<file path="config.mk">
export PLATFORM = sky130hd
export DESIGN_NAME = bsfa_div
export DESIGN_NICKNAME = d
export VERILOG_FILES = /design/src/hw/rtl/bsfa_div.sv
export SDC_FILE = /design/constraint.sdc
export NUM_CORES = 1
export LEC_CHECK = 0
export ABC_AREA = 1
export BUFFER_PORTS_ARGS = -buffer_cell sky130_fd_sc_hd__clkbuf_2
export CORE_ASPECT_RATIO = 0.9
export CORE_MARGIN = 2
export CORE_UTILIZATION = 55
export CTS_BUF_LIST = sky130_fd_sc_hd__clkbuf_4
export DETAILED_ROUTE_END_ITERATION = 8
export PLACE_DENSITY_LB_ADDON = 0.05
export SLEW_MARGIN = 0
export SYNTH_ARGS = -nofsm -noshare
export SYNTH_HDL_FRONTEND = slang
export SYNTH_SLANG_ARGS = --single-unit
export TNS_END_PERCENT = 50
</file>
<file path="constraint.sdc">
create_clock -name clk -period 12.1 [get_ports clk]
set_input_delay 3.025 -clock clk [delete_from_list [all_inputs] [get_ports clk]]
set_output_delay 3.025 -clock clk [all_outputs]
set_load 0.02 [all_outputs]
</file>
<file path="src/hw/rtl/bsfa_div.sv">
// ----------------------------------------------------------------------------
// Bit-serial unsigned divider
// Restoring division, one numerator bit per cycle, with quotient overflow.
// ----------------------------------------------------------------------------
module bsfa_div #(
  parameter int NUM_W = 113,
  parameter int DEN_W = 99,
  parameter int Q_W   = 49
) (
  input  logic             clk,
  input  logic             rst_n,
  input  logic             start,
  input  logic [NUM_W-1:0] num,
  input  logic [DEN_W-1:0] den,
  output logic             done,
  output logic [Q_W-1:0]   quo,
  output logic             ovf
);

  localparam int CNT_W = $clog2(NUM_W + 1);

  logic [NUM_W-1:0] num_r;
  logic [DEN_W-1:0] den_r, rem_r, rem_nxt;
  logic [Q_W-1:0]   q_r;
  logic             ovf_r, busy_r, done_r;
  logic [CNT_W-1:0] cnt_r;
  logic [DEN_W:0]   rem_sh, diff;
  logic             ge;

  assign rem_sh  = {rem_r, num_r[NUM_W-1]};
  assign diff    = rem_sh - {1'b0, den_r};
  assign ge      = (rem_sh >= {1'b0, den_r});
  assign rem_nxt = ge ? diff[DEN_W-1:0] : rem_sh[DEN_W-1:0];

  always_ff @(posedge clk) begin
    if (!rst_n) begin
      busy_r <= 1'b0;
      done_r <= 1'b0;
      cnt_r  <= '0;
    end else begin
      done_r <= 1'b0;
      if (start) begin
        busy_r <= 1'b1;
        cnt_r  <= CNT_W'(NUM_W);
      end else if (busy_r) begin
        cnt_r <= cnt_r - 1'b1;
        if (cnt_r == CNT_W'(1)) begin
          busy_r <= 1'b0;
          done_r <= 1'b1;
        end
      end
    end
  end

  // Quotient bits pushed out of the top are only remembered as overflow.
  always_ff @(posedge clk) begin
    if (start) begin
      num_r <= num;
      den_r <= den;
      rem_r <= '0;
      q_r   <= '0;
      ovf_r <= 1'b0;
    end else if (busy_r) begin
      num_r <= {num_r[NUM_W-2:0], 1'b0};
      rem_r <= rem_nxt;
      q_r   <= {q_r[Q_W-2:0], ge};
      ovf_r <= ovf_r | q_r[Q_W-1];
    end
  end

  assign done = done_r;
  assign quo  = q_r;
  assign ovf  = ovf_r;

endmodule

</file>
==> flow_summary.ini <==
[status]
status = complete, no violations

[synthesis]
synth_adder_area_share = 0.0531
syn-num-nets = 3978
synth-xor-area-share = 0.0199
syn_inst = 3661
synthFlopType = edfxtp_1
ys_async_sr_fraction = 0
synth-simple-area-share = 0.346
synth_top_family_by_area = simple AND/OR/NAND/NOR gates
ys_warn_count = 0
synth_area_sq_mm = 0.0242
synth_edf_count = 212
ys_seq_area_frac = 0.394
syn_avg_cell_area_sq_um = 6.61
ys_types = 43
synth_compound_area_frac = 0.0668
ys_ff_latch = 370
synthMuxAreaShare = 0

[route]
wl_per_cell_microns = 17.6
num_vias = 24500
first_pass_iters = 9
antenna_left = 0
finalWirelength_microns = 80600
drc_errors = 0
via_per_inst = 5.33
drtIter0Drc = 2578

[sta]
max_freq_ghz = 0.201
setup_viol_count_final = 0
hold_ws_ns = 0.469
hold_viol_final = 0
finalCriticalPeriod_ns = 4.97
grt_setup_unrepaired = false
maxSlewHeadroom = 0.228
final.setup.tns_ns = 0
worst_pin_slew_ns = 1.16
fin_crit_sh = 0.411
skew_ns = 0.0923
maxSlewViolCount = 0

[setup_path]
required_ns = 12.81
crit_arrival_ns = 5.68
worst_path_most_repeated_cell = nand2_1
cp-start-kind = flop
critPathLaunch = den_r[29]
crit_chain = inv_1, ha_1, nand2_1, nor2_1, nand2_1, nor4_4, nand4_4, nand3_4, buf_4, nor2_1, nand2_1, nand3_1, nand2_1, inv_1
cp-end-kind = flop
worstReg2RegStart = den_r[29]
worstPathMaxFanout = 70
critPathKind = flop to flop
slowest_delay_ns = 0.80
cp_slowest_cell = nand3_4

[global_route]
grt_use_total = 0.353
grt_overflow = 0
grt_start_max_net_pins = 122
grt_pass1_wl_microns = 124000
antenna_found_initial = 2
grt_pass1_vias = 23300

[die]
die_h_microns = 203
start_util = 0.561
pin_count = 266
dieArea_sq_mm = 0.0457
row_count = 72
core_area_sq_mm = 0.0432
die_w_microns = 225

[clock_network]
htree_levels = 3
root_buffer = clkbuf_4
cts_buffers = 95
clkTransAtPathRegs_ns = 0.07
cts_resized = 0
clkSinkCount = 370
clock_path_buffers = 3
insertion_delay_ns = 0.89
cts_tree = yes
cts_setup_buffers = 0
hold_buffers = 0

[pwr]
p_sw_uw = 783
p_sw_frac = 0.269
power.density_mw_per_mm2 = 107
sequentialPowerShare = 0.494
ir_drop_v = 0.000110
internal-power_uw = 2130
leakage_uw = 0.0147
combinationalPowerShare = 0.108
pwr-share-clk = 0.398

[placement]
port_buffers = 265
hpwl_microns = 63300
routabilityCongestion = 1.08

[cells_and_area]
final_layout_size_suffix_gt1_frac = 0.114
nFillCells = 3905
areaGrowthSynthToFinish_pct = 12.7
final_util = 0.632
nets = 4266

[hold_path]
hold_path_class = flop to flop
min_from = rem_r[8]

[run]
maxCapViolCount = 0
-- layout make-up --
type	instances	area (sq um)	share of cell area
multi-input cells	2533	11800	0.432
flip-flops and latches	370	9530	0.350
inverters	675	2540	0.0932
repair buffers	274	1400	0.0515
clock buffers	151	1130	0.0416
well taps	555	694	0.0255
clock inverters	27	180	0.00661
diodes	2	5.00	0.000184
-- cell usage after synthesis, types with 4 or more instances --
cell type	count	area share
xor2_1	6	0.0022
nor3_1	15	0.0031
nand2_1	1548	0.24
ha_1	101	0.052
nand3b_1	14	0.0043
nand4_1	57	0.015
o21bai_1	15	0.0047
o22ai_1	46	0.012
nor2_2	4	0.0010
o21ai_0	46	0.0095
buf_1	5	0.00078
nor4_1	9	0.0023
clkbuf_1	59	0.0092
nand3_1	102	0.021
and2_1	4	0.0010
inv_2	10	0.0016
buf_2	10	0.0021
inv_1	662	0.10
nor2_1	333	0.052
o211ai_1	46	0.014
or2_1	4	0.0010
edfxtp_1	212	0.26
buf_4	4	0.0012
buf_6	5	0.0023
xnor2_1	49	0.018
dfxtp_1	158	0.13
a21oi_1	113	0.023
-- cell families after synthesis --
family / Yosys count
AOI/OAI and AO/OA: 276
xor gates and xnor gates: 55
adders and majority gates: 102
buffers and inverters: 758
DFF: 370
and+or+nand+nor: 2100
-- flip-flops by register name, summed over array words and instances (netlist names) --
register  cells
num_r       113
den_r        99
ovf           1
quo          49
rem_r        99
cnt_r         7
done          1
busy_r        1
-- power by group through the flow --
stage | Combinational [uW] | Sequential, uW | Clock (uW)
final | 313 | 1440 | 1160
after CTS | 309 | 1440 | 1180
after global placement | 298 | 1460 | 0
after detailed placement | 306 | 1460 | 0
after global routing | 348 | 1440 | 1240
after floorplan | 193 | 1460 | 0
-- placed cells by master, fill, tap and decap left out, types with 3 or more instances in the layout --
| cell | instances |
|---|---|
| a21boi_0 | 3 |
| a21oi_1 | 113 |
| and2_1 | 4 |
| buf_4 | 9 |
| clkbuf_2 | 264 |
| clkbuf_4 | 151 |
| clkinv_1 | 21 |
| clkinv_2 | 3 |
| dfxtp_1 | 157 |
| edfxtp_1 | 212 |
| ha_1 | 101 |
| inv_1 | 662 |
| inv_2 | 8 |
| inv_6 | 4 |
| nand2_1 | 1548 |
| nand3_1 | 102 |
| nand3b_1 | 14 |
| nand4_1 | 57 |
| nor2_1 | 331 |
| nor2_2 | 3 |
| nor2_4 | 3 |
| nor3_1 | 15 |
| nor4_1 | 9 |
| o211ai_1 | 46 |
| o21ai_0 | 46 |
| o21bai_1 | 15 |
| o22ai_1 | 46 |
| or2_1 | 4 |
| xnor2_1 | 49 |
| xor2_1 | 6 |
-- final timing paths --
path / end / slack (ns) / depth (start not counted)
max: rem_r[61] / 7.13 / 14
min: rem_r[8] / 0.47 / 2
max reg2reg: rem_r[61] / 7.13 / 14
min reg2reg: rem_r[8] / 0.47 / 2
-- worst max-delay path, delay by kind of cell (launching register included) --
kind	cells	cell delay, ns
adder cells (fa/ha/maj)	1	0.35
buffers and inverters	3	0.76
flip-flops	1	0.32
AND/OR/NAND/NOR	10	3.33
-- stage by stage --
stage / std cells / setup WS (ns) / cell area (sq um) / power (uW)
2_1_floorplan: 3661 / 4.87 / 24200 / 1650
3_5_place_dp: 4407 / 6.35 / 25900 / 1770
4_1_cts: 4585 / 7.24 / 27300 / 2920
5_1_grt: 4587 / 6.86 / 27300 / 3030
6_report: 4587 / 7.13 / 27300 / 2910
3_3_place_gp: 4407 / 6.48 / 25900 / 1760
-- metal layers --
layer,share of wire,wire length (microns),track usage
met1,0.44,35400,0.492
met2,0.44,35500,0.550
met3,0.087,7030,0.0628
met4,0.033,2670,0.132
met5,0.00015,12,0
Power figures use the tool's default switching activity.
