<file path="config.mk">
export PLATFORM = sky130hd
export DESIGN_NAME = bsfa_sqrt
export DESIGN_NICKNAME = d
export VERILOG_FILES = /design/src/hw/rtl/bsfa_pkg.sv /design/src/hw/rtl/bsfa_sqrt.sv
export SDC_FILE = /design/constraint.sdc
export NUM_CORES = 1
export LEC_CHECK = 0
export BUFFER_PORTS_ARGS = -buffer_cell sky130_fd_sc_hd__clkbuf_2
export CAP_MARGIN = 20
export CORE_ASPECT_RATIO = 0.8
export CORE_MARGIN = 3
export CORE_UTILIZATION = 55
export DETAILED_ROUTE_END_ITERATION = 8
export PLACE_DENSITY = 0.77
export SLEW_MARGIN = 20
export SYNTH_ARGS = -nofsm -noshare
export SYNTH_HDL_FRONTEND = slang
export SYNTH_SLANG_ARGS = --single-unit
</file>
<file path="constraint.sdc">
create_clock -name clk -period 3.6 [get_ports clk]
set_clock_uncertainty 0.05 [all_clocks]
set_input_delay 0.72 -clock clk [delete_from_list [all_inputs] [get_ports clk]]
set_output_delay 0.72 -clock clk [all_outputs]
set_load 0.01 [all_outputs]
</file>
<file path="src/hw/rtl/bsfa_pkg.sv">
// ----------------------------------------------------------------------------
// Biot-Savart accumulator package
// Shared payload types, command and register codes, widths and saturation.
// ----------------------------------------------------------------------------
package bsfa_pkg;

  localparam int COORD_FRAC_BITS_DEF = 28;
  localparam int SUM_FRAC_BITS       = 20;

  localparam int R_W     = 33;  // r = eval - seg, signed
  localparam int R2_W    = 66;  // |r|^2
  localparam int ROOT_W  = 33;  // floor(sqrt(|r|^2))
  localparam int DEN_W   = 99;  // |r|^2 * |r|
  localparam int CROSS_W = 66;  // one cross product component, signed
  localparam int MAG_W   = 65;  // its magnitude
  localparam int Q_W     = 49;  // quotient bits kept, above that is overflow
  localparam int OP_W    = 34;  // multiplier operand
  localparam int PROD_W  = 68;  // multiplier product
  localparam int EMIT_W  = 80;  // sum times current
  localparam int SMAG_W  = 60;  // magnitude handed to the saturation

  localparam logic [1:0] CMD_ADD   = 2'd0;
  localparam logic [1:0] CMD_EMIT  = 2'd1;
  localparam logic [1:0] CMD_CLEAR = 2'd2;

  localparam logic [1:0] REG_EVAL_X = 2'd0;
  localparam logic [1:0] REG_EVAL_Y = 2'd1;
  localparam logic [1:0] REG_EVAL_Z = 2'd2;

  localparam logic signed [47:0] MAX48 = 48'sh7FFF_FFFF_FFFF;
  localparam logic signed [47:0] MIN48 = 48'sh8000_0000_0000;

  typedef struct packed {
    logic [1:0]         cmd;
    logic signed [31:0] seg_x;
    logic signed [31:0] seg_y;
    logic signed [31:0] seg_z;
    logic signed [31:0] dl_x;
    logic signed [31:0] dl_y;
    logic signed [31:0] dl_z;
    logic signed [31:0] coil_current;
  } bsfa_in_t;

  typedef struct packed {
    logic signed [47:0] field_x;
    logic signed [47:0] field_y;
    logic signed [47:0] field_z;
    logic               singular;
  } bsfa_out_t;

  // Returns {saturated, value}: a magnitude and a sign turned into signed
  // 48 bits, clipped at the ends of the range.
  function automatic logic [48:0] sat48(input logic [SMAG_W-1:0] mag, input logic neg);
    logic        big;
    logic [47:0] val;
    begin
      if (neg) begin
        big = (|mag[SMAG_W-1:48]) || (mag[47] && (|mag[46:0]));
        val = big ? MIN48 : (48'd0 - mag[47:0]);
      end else begin
        big = (|mag[SMAG_W-1:47]);
        val = big ? MAX48 : mag[47:0];
      end
      sat48 = {big, val};
    end
  endfunction

endpackage

</file>
<file path="src/hw/rtl/bsfa_sqrt.sv">
// ----------------------------------------------------------------------------
// Bit-serial integer square root
// Restoring digit-by-digit root, one radicand bit pair per cycle.
// ----------------------------------------------------------------------------
module bsfa_sqrt (
  input  logic                       clk,
  input  logic                       rst_n,
  input  logic                       start,
  input  logic [bsfa_pkg::R2_W-1:0]  radicand,
  output logic                       done,
  output logic [bsfa_pkg::ROOT_W-1:0] root
);
  import bsfa_pkg::*;

  localparam int REM_W = ROOT_W + 2;
  localparam int CNT_W = $clog2(ROOT_W + 1);

  logic [R2_W-1:0]   rad_r;
  logic [REM_W-1:0]  rem_r, rem_nxt;
  logic [ROOT_W-1:0] root_r, root_nxt;
  logic [CNT_W-1:0]  cnt_r;
  logic              busy_r, done_r;
  logic [REM_W+1:0]  rem_sh, trial, diff;
  logic              ge;

  assign rem_sh = {rem_r, rad_r[R2_W-1 -: 2]};
  assign trial  = {2'b00, root_r, 2'b01};
  assign diff   = rem_sh - trial;
  assign ge     = (rem_sh >= trial);

  always_comb begin
    rem_nxt  = ge ? diff[REM_W-1:0] : rem_sh[REM_W-1:0];
    root_nxt = {root_r[ROOT_W-2:0], ge};
  end

  always_ff @(posedge clk) begin
    if (!rst_n) begin
      busy_r <= 1'b0;
      done_r <= 1'b0;
      cnt_r  <= '0;
    end else begin
      done_r <= 1'b0;
      if (start) begin
        busy_r <= 1'b1;
        cnt_r  <= CNT_W'(ROOT_W);
      end else if (busy_r) begin
        cnt_r <= cnt_r - 1'b1;
        if (cnt_r == CNT_W'(1)) begin
          busy_r <= 1'b0;
          done_r <= 1'b1;
        end
      end
    end
  end

  always_ff @(posedge clk) begin
    if (start) begin
      rad_r  <= radicand;
      rem_r  <= '0;
      root_r <= '0;
    end else if (busy_r) begin
      rad_r  <= {rad_r[R2_W-3:0], 2'b00};
      rem_r  <= rem_nxt;
      root_r <= root_nxt;
    end
  end

  assign done = done_r;
  assign root = root_r;

endmodule

</file>
==> qor.csv, run 1 <==
stage,metric,value,unit
worst_setup_path,CP Depth,11,
power_and_ir_drop,Pwr Density,693,nW/um^2
logic_synthesis,Synth Area in Simple Gates,12.4,%
layout,layout cells sized above 1,25.2,%
worst_setup_path,crit path DAT,3310,ps
power_and_ir_drop,Lkg Pwr,3.67,nW
worst_setup_path,classification of the worst setup path,flip-flop to flip-flop,
layout,fin nets,969,
die,DIE AREA,15700,um^2
die,Core Rows,38,
drt,DRC,0,
placed_design,global placer's final weighted congestion,0.893,
worst_setup_path,"CP delay by family, top",compound AO/OA/AOI/OAI gates,
timing,final hold vios,0,
logic_synthesis,post-synth cell types,61,
layout,filler cell count,1163,
worst_setup_path,Startpoint Class,flip-flop,
layout,most frequent cells in the layout,"clkbuf_2, nor2_1, nand2_1",
placed_design,DP HPWL,11000,um
hold_path,worst hold path type,flip-flop to flip-flop,
cts,Clock Tree Buf Depth,2,
worst_setup_path,CP Capture Type,flip-flop,
timing,actual slew at the worst max-slew pin,873,ps
drt,vias per cell,5.62,
die,Die Y,113,um
timing,Setup TNS,0,ps
layout,Final Core Density,65.2,%
global_route,initial antenna violation count,0,
timing,RSZ-0062 raised after global routing,false,
layout,area grow syn2layout,14.5,%
cts,Root Buffer,clkbuf_16,
logic_synthesis,Post-synth ARST share,0,%
layout,antenna cells,0,
cts,"Hold-fix buffers, CTS",0,
logic_synthesis,#FFs+latches synth,142,
drt,DR iter-0 viols,501,
power_and_ir_drop,worst vdd ir,0.532,mV
cts,setup bufs post-CTS,0,
timing,Slew headroom,41.8,%
timing,FMAX,329,MHz
logic_synthesis,mux share of post-synthesis cell area,13.6,%
worst_setup_path,crit path max fanout,24,
drt,WL per Instance,15.4,um
global_route,total gr overflow,0,
global_route,vias in the first global route,5505,
run,Max-Cap Viols,0,
hold_path,WHS Path Cells,2,
logic_synthesis,Synth Area in XOR/XNOR,3.93,%
cts,Skew-Pair Late Insertion Delay,430,ps
placed_design,# port buffers,102,
die,Top Ports,103,
logic_synthesis,Synth Warn #,0,
worst_setup_path,Buf/Inv on CP,2,
worst_setup_path,Worst EP required,3880,ps
die,Die W,139,um
timing,final setup fails,0,
timing,WHS,439,ps
worst_setup_path,critical path's most frequent cell,nand2_1,
outcome,status,finished clean,
logic_synthesis,dominant synthesized flop cell,dfxtp_1,
logic_synthesis,number of synthesized flops with an enable pin,66,
drt,DR vias,5935,
cts,Post-CTS Resized,0,
timing,Final min period,3040,ps
worst_setup_path,"Critical Path, Cell by Cell","inv_1, ha_1, a21oi_1, o31ai_1, a31oi_1, nand2_1, a2111o_1, nand2_1, buf_4, nand2_1, a311oi_1",
die,CORE AREA,13700,um^2
global_route,largest net degree at the start of global routing,136,
global_route,first-pass GRT wire length,27500,um
logic_synthesis,largest family of logic cells by synthesized area,compound AO/OA/AOI/OAI gates,
worst_setup_path,length in cells of the worst reg-to-reg path,11,
drt,1st-pass router iterations,5,
worst_setup_path,"Largest stage delay, worst path",430,ps
logic_synthesis,Post-Synth Adder-Cell Area,5.94,%
logic_synthesis,cell area after synthesis,7800,um^2
cts,clk slew on worst S/H paths,70,ps
logic_synthesis,cell count after synthesis,781,
cts,Num CTS Buffers,17,
logic_synthesis,post-synthesis compound-gate area fraction,14.0,%
logic_synthesis,Synth Net Count,887,
layout,Seq. cell area,3510,um^2
drt,DRT antenna net count,0,
global_route,Total GRT Usage,21.4,%
placed_design,Place WS,642,ps
timing,final-report max-slew violation count,0,
timing,worst setup margin,562,ps
logic_synthesis,post-synthesis sequential area ratio,44.9,%
cts,TritonCTS clock tree,done,
die,Starting Density,57.0,%
timing,Tcrit/Tclk final,84.4,%
drt,total routed wirelength,16300,um
cts,H-Tree Depth,4,
layout,"most common cell after layout, fill and taps aside",clkbuf_2,
layout,area of the multi-input gates,3890,um^2
logic_synthesis,Syn Area/Cell,9.99,um^2
cts,clk sinks,142,
worst_setup_path,Critical-path top delay cell,a2111o_1,
## path summary, 6_finish.rpt
kind / from / to / slack [ps]
worst max-delay path: root[4] / rem_r[32] / 560
worst min-delay path: rem_r[19] / rem_r[21] / 440
worst max register to register: root[4] / rem_r[32] / 560
worst min register to register: rem_r[19] / rem_r[21] / 440
## final cells by class
type / count / area share (%)
inverter: 46 / 1.93
multi-input combinational: 549 / 43.6
tap: 180 / 2.52
clock inverter: 15 / 1.46
sequential: 142 / 39.3
timing repair buffer: 107 / 6.45
clock buffer: 17 / 4.76
## metal layers
metal  track usage [%]  routed length [um]
met1              31.4                8140
met2              30.6                7120
met3              5.28                 801
met4              7.69                 242
met5                 0                   0
## sequential cells by signal (all words and copies together), names as in the netlist
register / count
cnt_r: 6
busy_r: 1
root: 33
rem_r: 35
done: 1
rad_r: 66
## cells in the mapped netlist (all sizes together) (6+ instances only)
cell	n	area [um^2]
o21a	7	52.6
a211oi	11	97.6
mux2	64	721
ha	37	463
mux2i	34	340
nand3	18	90.1
nor3	17	85.1
a21o	10	75.1
nor2	87	327
a31oi	7	43.8
xnor2	25	219
dfxtp	76	1520
o21ai	17	92.6
a21oi	48	259
xor2	10	87.6
inv	45	169
a311oi	23	208
and3	6	37.5
o21bai	6	45.0
nand2	78	295
clkbuf	25	95.1
buf	19	139
edfxtp	66	1980
## worst min-delay path, cell delays in order (launching register included)
cell and delay, ps:
dfxtp_1 320, nand2_1 60, a311oi_1 70
## power by group
part | internal [mW] | total (mW) | switching (mW)
Sequential | 1.89 | 2.00 | 0.115
Clock | 0.902 | 1.64 | 0.739
Combinational | 1.04 | 2.55 | 1.50
Total | 3.83 | 6.19 | 2.36
## metrics by stage
step | area (um^2) | power [mW] | cells
6_report | 8930 | 6.19 | 1056
3_3_place_gp | 8370 | 4.52 | 1024
2_1_floorplan | 7800 | 4.17 | 781
5_1_grt | 8930 | 6.63 | 1056
4_1_cts | 8930 | 6.20 | 1056
3_5_place_dp | 8370 | 4.54 | 1024
## cell families (layout without fill, tap and decap cells)
kind of cell    Yosys count  in the layout
fa+ha+maj                37             37
mux                      98             98
buf+inv                  90            185
flops                   142            142
simple gates            226            226
compound gates          153            153
xor+xnor                 35             35
No activity file was read; power rests on OpenSTA's default activity.
==> run 2: changes to the inputs <==
==> constraint.sdc (replaced) <==
create_clock -name clk -period 3.15 [get_ports clk]
set_clock_uncertainty 0.05 [all_clocks]
set_input_delay 0.63 -clock clk [delete_from_list [all_inputs] [get_ports clk]]
set_output_delay 0.63 -clock clk [all_outputs]
set_load 0.01 [all_outputs]
==> run 2 against run 1 <==
Net effect: cell count rose by 0.95%; setup slack worse by 340 ps; clock power grew 23%; die area did not move; critical path depth grew 1; register-to-register slack got worse by 340 ps; maximum frequency grew 3.6%; critical path type unchanged; largest power group unchanged.
==> qor.csv, run 2 (synthesized netlist as in run 1, its figures left out) <==
stage,metric,value,unit,change
outcome,status,finished clean,,unchanged
layout,antenna cells,0,,unchanged
power_and_ir_drop,sequential fraction of design power,31.1,%,was 32.4%
placed_design,global placer's final weighted congestion,0.897,,was 0.893
cts,H-Tree Depth,4,,unchanged
timing,final setup fails,0,,unchanged
layout,area of the multi-input gates,3910,um^2,was 3890 um^2
power_and_ir_drop,Sw Pwr,2.79,mW,was 2.36 mW
worst_setup_path,Critical-path top delay cell,a2111o_1,,unchanged
worst_setup_path,Worst EP required,3350,ps,was 3880 ps
layout,filler cell count,1109,,was 1163
die,CORE AREA,13700,um^2,unchanged
drt,WL per Instance,15.5,um,was 15.4 um
timing,actual slew at the worst max-slew pin,794,ps,was 873 ps
layout,most frequent cells in the layout,"clkbuf_2, nor2_1, nand2_1",,unchanged
timing,Tcrit/Tclk final,93.1,%,was 84.4%
timing,Setup TNS,0,ps,unchanged
worst_setup_path,"Largest stage delay, worst path",420,ps,was 430 ps
power_and_ir_drop,worst vdd ir,0.580,mV,was 0.532 mV
layout,fin nets,979,,was 969
layout,max reg flops,66,,unchanged
die,Top Ports,103,,unchanged
global_route,initial antenna violation count,0,,unchanged
worst_setup_path,Startpoint Class,flip-flop,,unchanged
drt,vias per cell,5.62,,about the same
power_and_ir_drop,switching share of power,38.1,%,about the same
timing,Slew headroom,47.1,%,was 41.8%
worst_setup_path,crit path max fanout,22,,was 24
power_and_ir_drop,Power Total,7.33,mW,was 6.19 mW
global_route,Total GRT Usage,21.0,%,was 21.4%
layout,layout cells sized above 1,26.2,%,was 25.2%
global_route,vias in the first global route,5578,,was 5505
die,Core Rows,38,,unchanged
power_and_ir_drop,Pwr Density,810,nW/um^2,was 693 nW/um^2
layout,area grow syn2layout,16.0,%,was 14.5%
timing,final-report max-slew violation count,0,,unchanged
drt,DRC,0,,unchanged
die,Starting Density,57.0,%,unchanged
worst_setup_path,"Critical Path, Cell by Cell","inv_1, ha_1, a21oi_4, o211ai_1, a21boi_1, o21ai_1, a2111o_1, nand2_1, buf_4, nor2_1, a21oi_1, a211oi_1",,"was inv_1, ha_1, a21oi_1, o31ai_1, a31oi_1, nand2_1, a2111o_1, nand2_1, buf_4, nand2_1, a311oi_1"
drt,DR vias,5992,,was 5935
layout,Seq. cell area,3510,um^2,unchanged
hold_path,worst hold path type,primary input to flip-flop,,was flip-flop to flip-flop
placed_design,# port buffers,102,,unchanged
global_route,largest net degree at the start of global routing,67,,was 136
cts,Skew-Pair Late Insertion Delay,420,ps,was 430 ps
global_route,total gr overflow,0,,unchanged
layout,Reg with most FFs,rad_r,,unchanged
timing,Final min period,2930,ps,was 3040 ps
cts,Root Buffer,clkbuf_16,,unchanged
cts,clk sinks,142,,unchanged
layout,"most common cell after layout, fill and taps aside",clkbuf_2,,unchanged
worst_setup_path,crit path DAT,3130,ps,was 3310 ps
drt,DR iter-0 viols,443,,was 501
layout,Layout Cells excl Fill,1066,,was 1056
die,DIE AREA,15700,um^2,unchanged
die,Die W,139,um,unchanged
worst_setup_path,CP Capture Type,flip-flop,,unchanged
power_and_ir_drop,Clk pwr share,27.6,%,was 26.5%
global_route,first-pass GRT wire length,27200,um,was 27500 um
worst_setup_path,Buf/Inv on CP,2,,unchanged
drt,total routed wirelength,16500,um,was 16300 um
drt,DRT antenna net count,0,,unchanged
power_and_ir_drop,Logic pwr share,41.3,%,was 41.1%
power_and_ir_drop,internal power,4.54,mW,was 3.83 mW
cts,Clock Tree Buf Depth,2,,unchanged
cts,clk slew on worst S/H paths,70,ps,about the same
timing,WHS,429,ps,was 439 ps
timing,RSZ-0062 raised after global routing,false,,unchanged
cts,TritonCTS clock tree,done,,unchanged
die,Die Y,113,um,unchanged
drt,1st-pass router iterations,5,,unchanged
run,Max-Cap Viols,0,,unchanged
cts,Num CTS Buffers,17,,unchanged
worst_setup_path,classification of the worst setup path,flip-flop to flip-flop,,unchanged
timing,final hold vios,0,,unchanged
placed_design,DP HPWL,11200,um,was 11000 um
placed_design,cell count after placement,1034,,was 1024
timing,FMAX,341,MHz,was 329 MHz
worst_setup_path,"CP delay by family, top",compound AO/OA/AOI/OAI gates,,unchanged
power_and_ir_drop,Lkg Pwr,3.72,nW,was 3.67 nW
cts,setup bufs post-CTS,0,,unchanged
## run 2: layout make-up
cell class / count / area share [%]
clock buffers: 17 / 4.70
flip-flops and latches: 142 / 38.8
multi-input cells: 549 / 43.2
clock inverters: 15 / 1.90
well taps: 180 / 2.49
repair buffers: 117 / 7.05
inverters: 46 / 1.91
## run 2: timing repair
| item | in CTS | in global routing |
|---|---|---|
| hold buffers | 0 | 0 |
| gates resized for setup | 0 | 2 |
| setup endpoints to repair | 0 | 5 |
## run 2: worst paths after layout
path	from	end	slack, ps	depth (start not counted)
min reg2reg	rem_r[33]	rem_r[33]	440	2
max	root[16]	rem_r[6]	220	12
min	rst_n	busy_r	430	2
max reg2reg	root[16]	rem_r[6]	220	12
## run 2: metrics by stage
stage / utilization, % / worst slack, ps / area, um^2
floorplan: - / 227 / 7800
global placement: 61.6 / 354 / 8440
detailed placement: 61.6 / 253 / 8440
CTS: 66.0 / 233 / 9030
global route: 66.1 / 3.55 / 9040
finish: 66.1 / 218 / 9040
## run 2: per-layer routing
layer	vias up	wire length, um	global-route usage (%)
li1	3001	-	-
met1	2811	8070	30.7
met2	167	7320	30.6
met3	13	975	6.13
met4	0	153	5.41
met5	-	0	0
## run 2: power groups by stage
stage	combinational, mW	sequential [mW]	clock, mW
after floorplan	2.48	2.28	0
after CTS	2.97	2.28	2.05
after detailed placement	2.94	2.31	0
after global placement	2.90	2.31	0
after global routing	3.33	2.30	2.12
final	3.03	2.28	2.02
==> run 3: changes to the inputs <==
--- a/config.mk
+++ b/config.mk
@@ -12,6 +12,7 @@
 export CORE_UTILIZATION = 55
 export DETAILED_ROUTE_END_ITERATION = 8
 export PLACE_DENSITY = 0.77
+export SETUP_SLACK_MARGIN = 0.5
 export SLEW_MARGIN = 20
 export SYNTH_ARGS = -nofsm -noshare
 export SYNTH_HDL_FRONTEND = slang
==> run 3 against run 2 <==
Net effect: non-clock buffer count increased by 33; die area unchanged; cell count increased by 3.1%; critical path depth decreased by 1; first-iteration DRC count increased by 54%; power increased by 21%; highest routed layer unchanged.
==> qor.csv, run 3 (synthesized netlist as in run 1, its figures left out) <==
stage,metric,value,unit,change
outcome,status,finished clean,,unchanged
layout,most frequent cells in the layout,"clkbuf_2, nor2_1, nand2_1",,unchanged
placed_design,cell count after placement,1029,,was 1034
drt,1st-pass router iterations,5,,unchanged
layout,"most common cell after layout, fill and taps aside",clkbuf_2,,unchanged
power_and_ir_drop,internal power,5.42,mW,was 4.54 mW
worst_setup_path,crit path DAT,3060,ps,was 3130 ps
drt,DRT antenna net count,0,,unchanged
timing,final setup fails,0,,unchanged
power_and_ir_drop,Sw Pwr,3.43,mW,was 2.79 mW
layout,layout cells sized above 1,43.6,%,was 26.2%
cts,Skew-Pair Late Insertion Delay,430,ps,was 420 ps
worst_setup_path,CP Capture Type,flip-flop,,unchanged
drt,WL per Instance,18.1,um,was 15.5 um
placed_design,# port buffers,102,,unchanged
power_and_ir_drop,Clk pwr share,22.6,%,was 27.6%
drt,DRC,0,,unchanged
cts,Root Buffer,clkbuf_16,,unchanged
worst_setup_path,Worst EP required,3440,ps,was 3350 ps
die,Die W,139,um,unchanged
cts,clk sinks,142,,unchanged
layout,post-route cell area,10200,um^2,was 9040 um^2
layout,antenna cells,0,,unchanged
layout,max reg flops,66,,unchanged
drt,total routed wirelength,19900,um,was 16500 um
die,Core Rows,38,,unchanged
timing,Slew headroom,44.1,%,was 47.1%
die,Starting Density,57.0,%,unchanged
layout,Reg with most FFs,rad_r,,unchanged
global_route,first-pass GRT wire length,28800,um,was 27200 um
layout,area grow syn2layout,31.0,%,was 16.0%
worst_setup_path,classification of the worst setup path,flip-flop to flip-flop,,unchanged
power_and_ir_drop,switching share of power,38.7,%,was 38.1%
layout,filler cell count,853,,was 1109
global_route,vias in the first global route,5885,,was 5578
timing,final-report max-slew violation count,0,,unchanged
global_route,largest net degree at the start of global routing,67,,unchanged
power_and_ir_drop,sequential fraction of design power,26.5,%,was 31.1%
cts,"Hold-fix buffers, CTS",0,,unchanged
cts,clk slew on worst S/H paths,60,ps,was 70 ps
cts,Num CTS Buffers,17,,unchanged
timing,actual slew at the worst max-slew pin,839,ps,was 794 ps
placed_design,Place WS,186,ps,was 253 ps
layout,fin nets,1013,,was 979
worst_setup_path,crit path max fanout,7,,was 22
cts,Clock Tree Buf Depth,2,,unchanged
die,Top Ports,103,,unchanged
cts,TritonCTS clock tree,done,,unchanged
cts,H-Tree Depth,4,,unchanged
power_and_ir_drop,Logic pwr share,51.0,%,was 41.3%
placed_design,global placer's final weighted congestion,0.916,,was 0.897
power_and_ir_drop,worst vdd ir,0.645,mV,was 0.580 mV
timing,Setup TNS,0,ps,unchanged
layout,Layout Cells excl Fill,1099,,was 1066
timing,Tcrit/Tclk final,88.1,%,was 93.1%
die,Die Y,113,um,unchanged
placed_design,DP HPWL,10800,um,was 11200 um
global_route,total gr overflow,0,,unchanged
drt,DR vias,6464,,was 5992
run,Max-Cap Viols,0,,unchanged
drt,DR iter-0 viols,683,,was 443
power_and_ir_drop,Pwr Density,866,nW/um^2,was 810 nW/um^2
timing,RSZ-0062 raised after global routing,true,,was false
timing,FMAX,360,MHz,was 341 MHz
die,DIE AREA,15700,um^2,unchanged
timing,final hold vios,0,,unchanged
timing,worst setup margin,374,ps,was 218 ps
drt,vias per cell,5.88,,was 5.62
timing,Final min period,2780,ps,was 2930 ps
hold_path,worst hold path type,primary input to flip-flop,,unchanged
power_and_ir_drop,Power Total,8.85,mW,was 7.33 mW
global_route,initial antenna violation count,0,,unchanged
placed_design,DP Area,8400,um^2,was 8440 um^2
die,CORE AREA,13700,um^2,unchanged
worst_setup_path,Startpoint Class,flip-flop,,unchanged
power_and_ir_drop,Lkg Pwr,4.07,nW,was 3.72 nW
global_route,Total GRT Usage,22.5,%,was 21.0%
-- run 3: metal layers --
layer,GRT usage [%],routed length (um)
met1,31.1,8570
met2,34.5,9430
met3,5.79,1370
met4,7.82,510
met5,0,0
-- run 3: timing repair --
| action | in CTS | in global routing |
|---|---|---|
| setup buffers | 4 | 31 |
| pin swaps | 15 | 47 |
| resized for setup | 68 | 116 |
| cloned | 2 | 2 |
| setup endpoints to repair | 36 | 36 |
-- run 3: cell type report --
class	instances	area, um^2	share of cell area (%)
clock inverter	14	159	1.55
clock buffer	17	425	4.16
tap	180	225	2.20
multi-input combinational	550	4710	46.1
sequential	142	3550	34.8
timing repair buffer	150	973	9.52
inverter	46	173	1.69
-- run 3: final timing paths --
kind | startpoint | end | slack [ps] | cells after the start
worst min-delay path | radicand[1] | rad_r[1] | 430 | 2
worst min register to register | rem_r[16] | rem_r[16] | 450 | 2
worst max register to register | root[2] | rem_r[34] | 370 | 11
worst max-delay path | root[2] | rem_r[34] | 370 | 11
-- run 3: worst max-delay path: stages (launching register included) --
cell and delay (ps):
dfxtp_2 360, inv_1 90, ha_4 290, a21o_1 180, a21oi_1 320, a21oi_2 150
o21ai_4 320, a211oi_4 130, o211ai_1 260, xnor2_1 190, nand3_1 110, a31oi_1 230
-- run 3: power groups by stage --
stage                     combinational, mW  clock [mW]  sequential [mW]
after detailed placement               2.85           0             2.33
final                                  4.51        2.00             2.34
after global placement                 2.82           0             2.32
after CTS                              3.40        2.01             2.31
after floorplan                        2.48           0             2.28
after global routing                   4.80        2.09             2.37
-- run 3: stage by stage --
stage / hold slack (ps) / utilization (%)
2_1_floorplan: 407 / -
3_3_place_gp: 432 / 61.3
3_5_place_dp: 437 / 61.3
4_1_cts: 421 / 68.8
5_1_grt: 431 / 74.6
6_report: 429 / 74.6
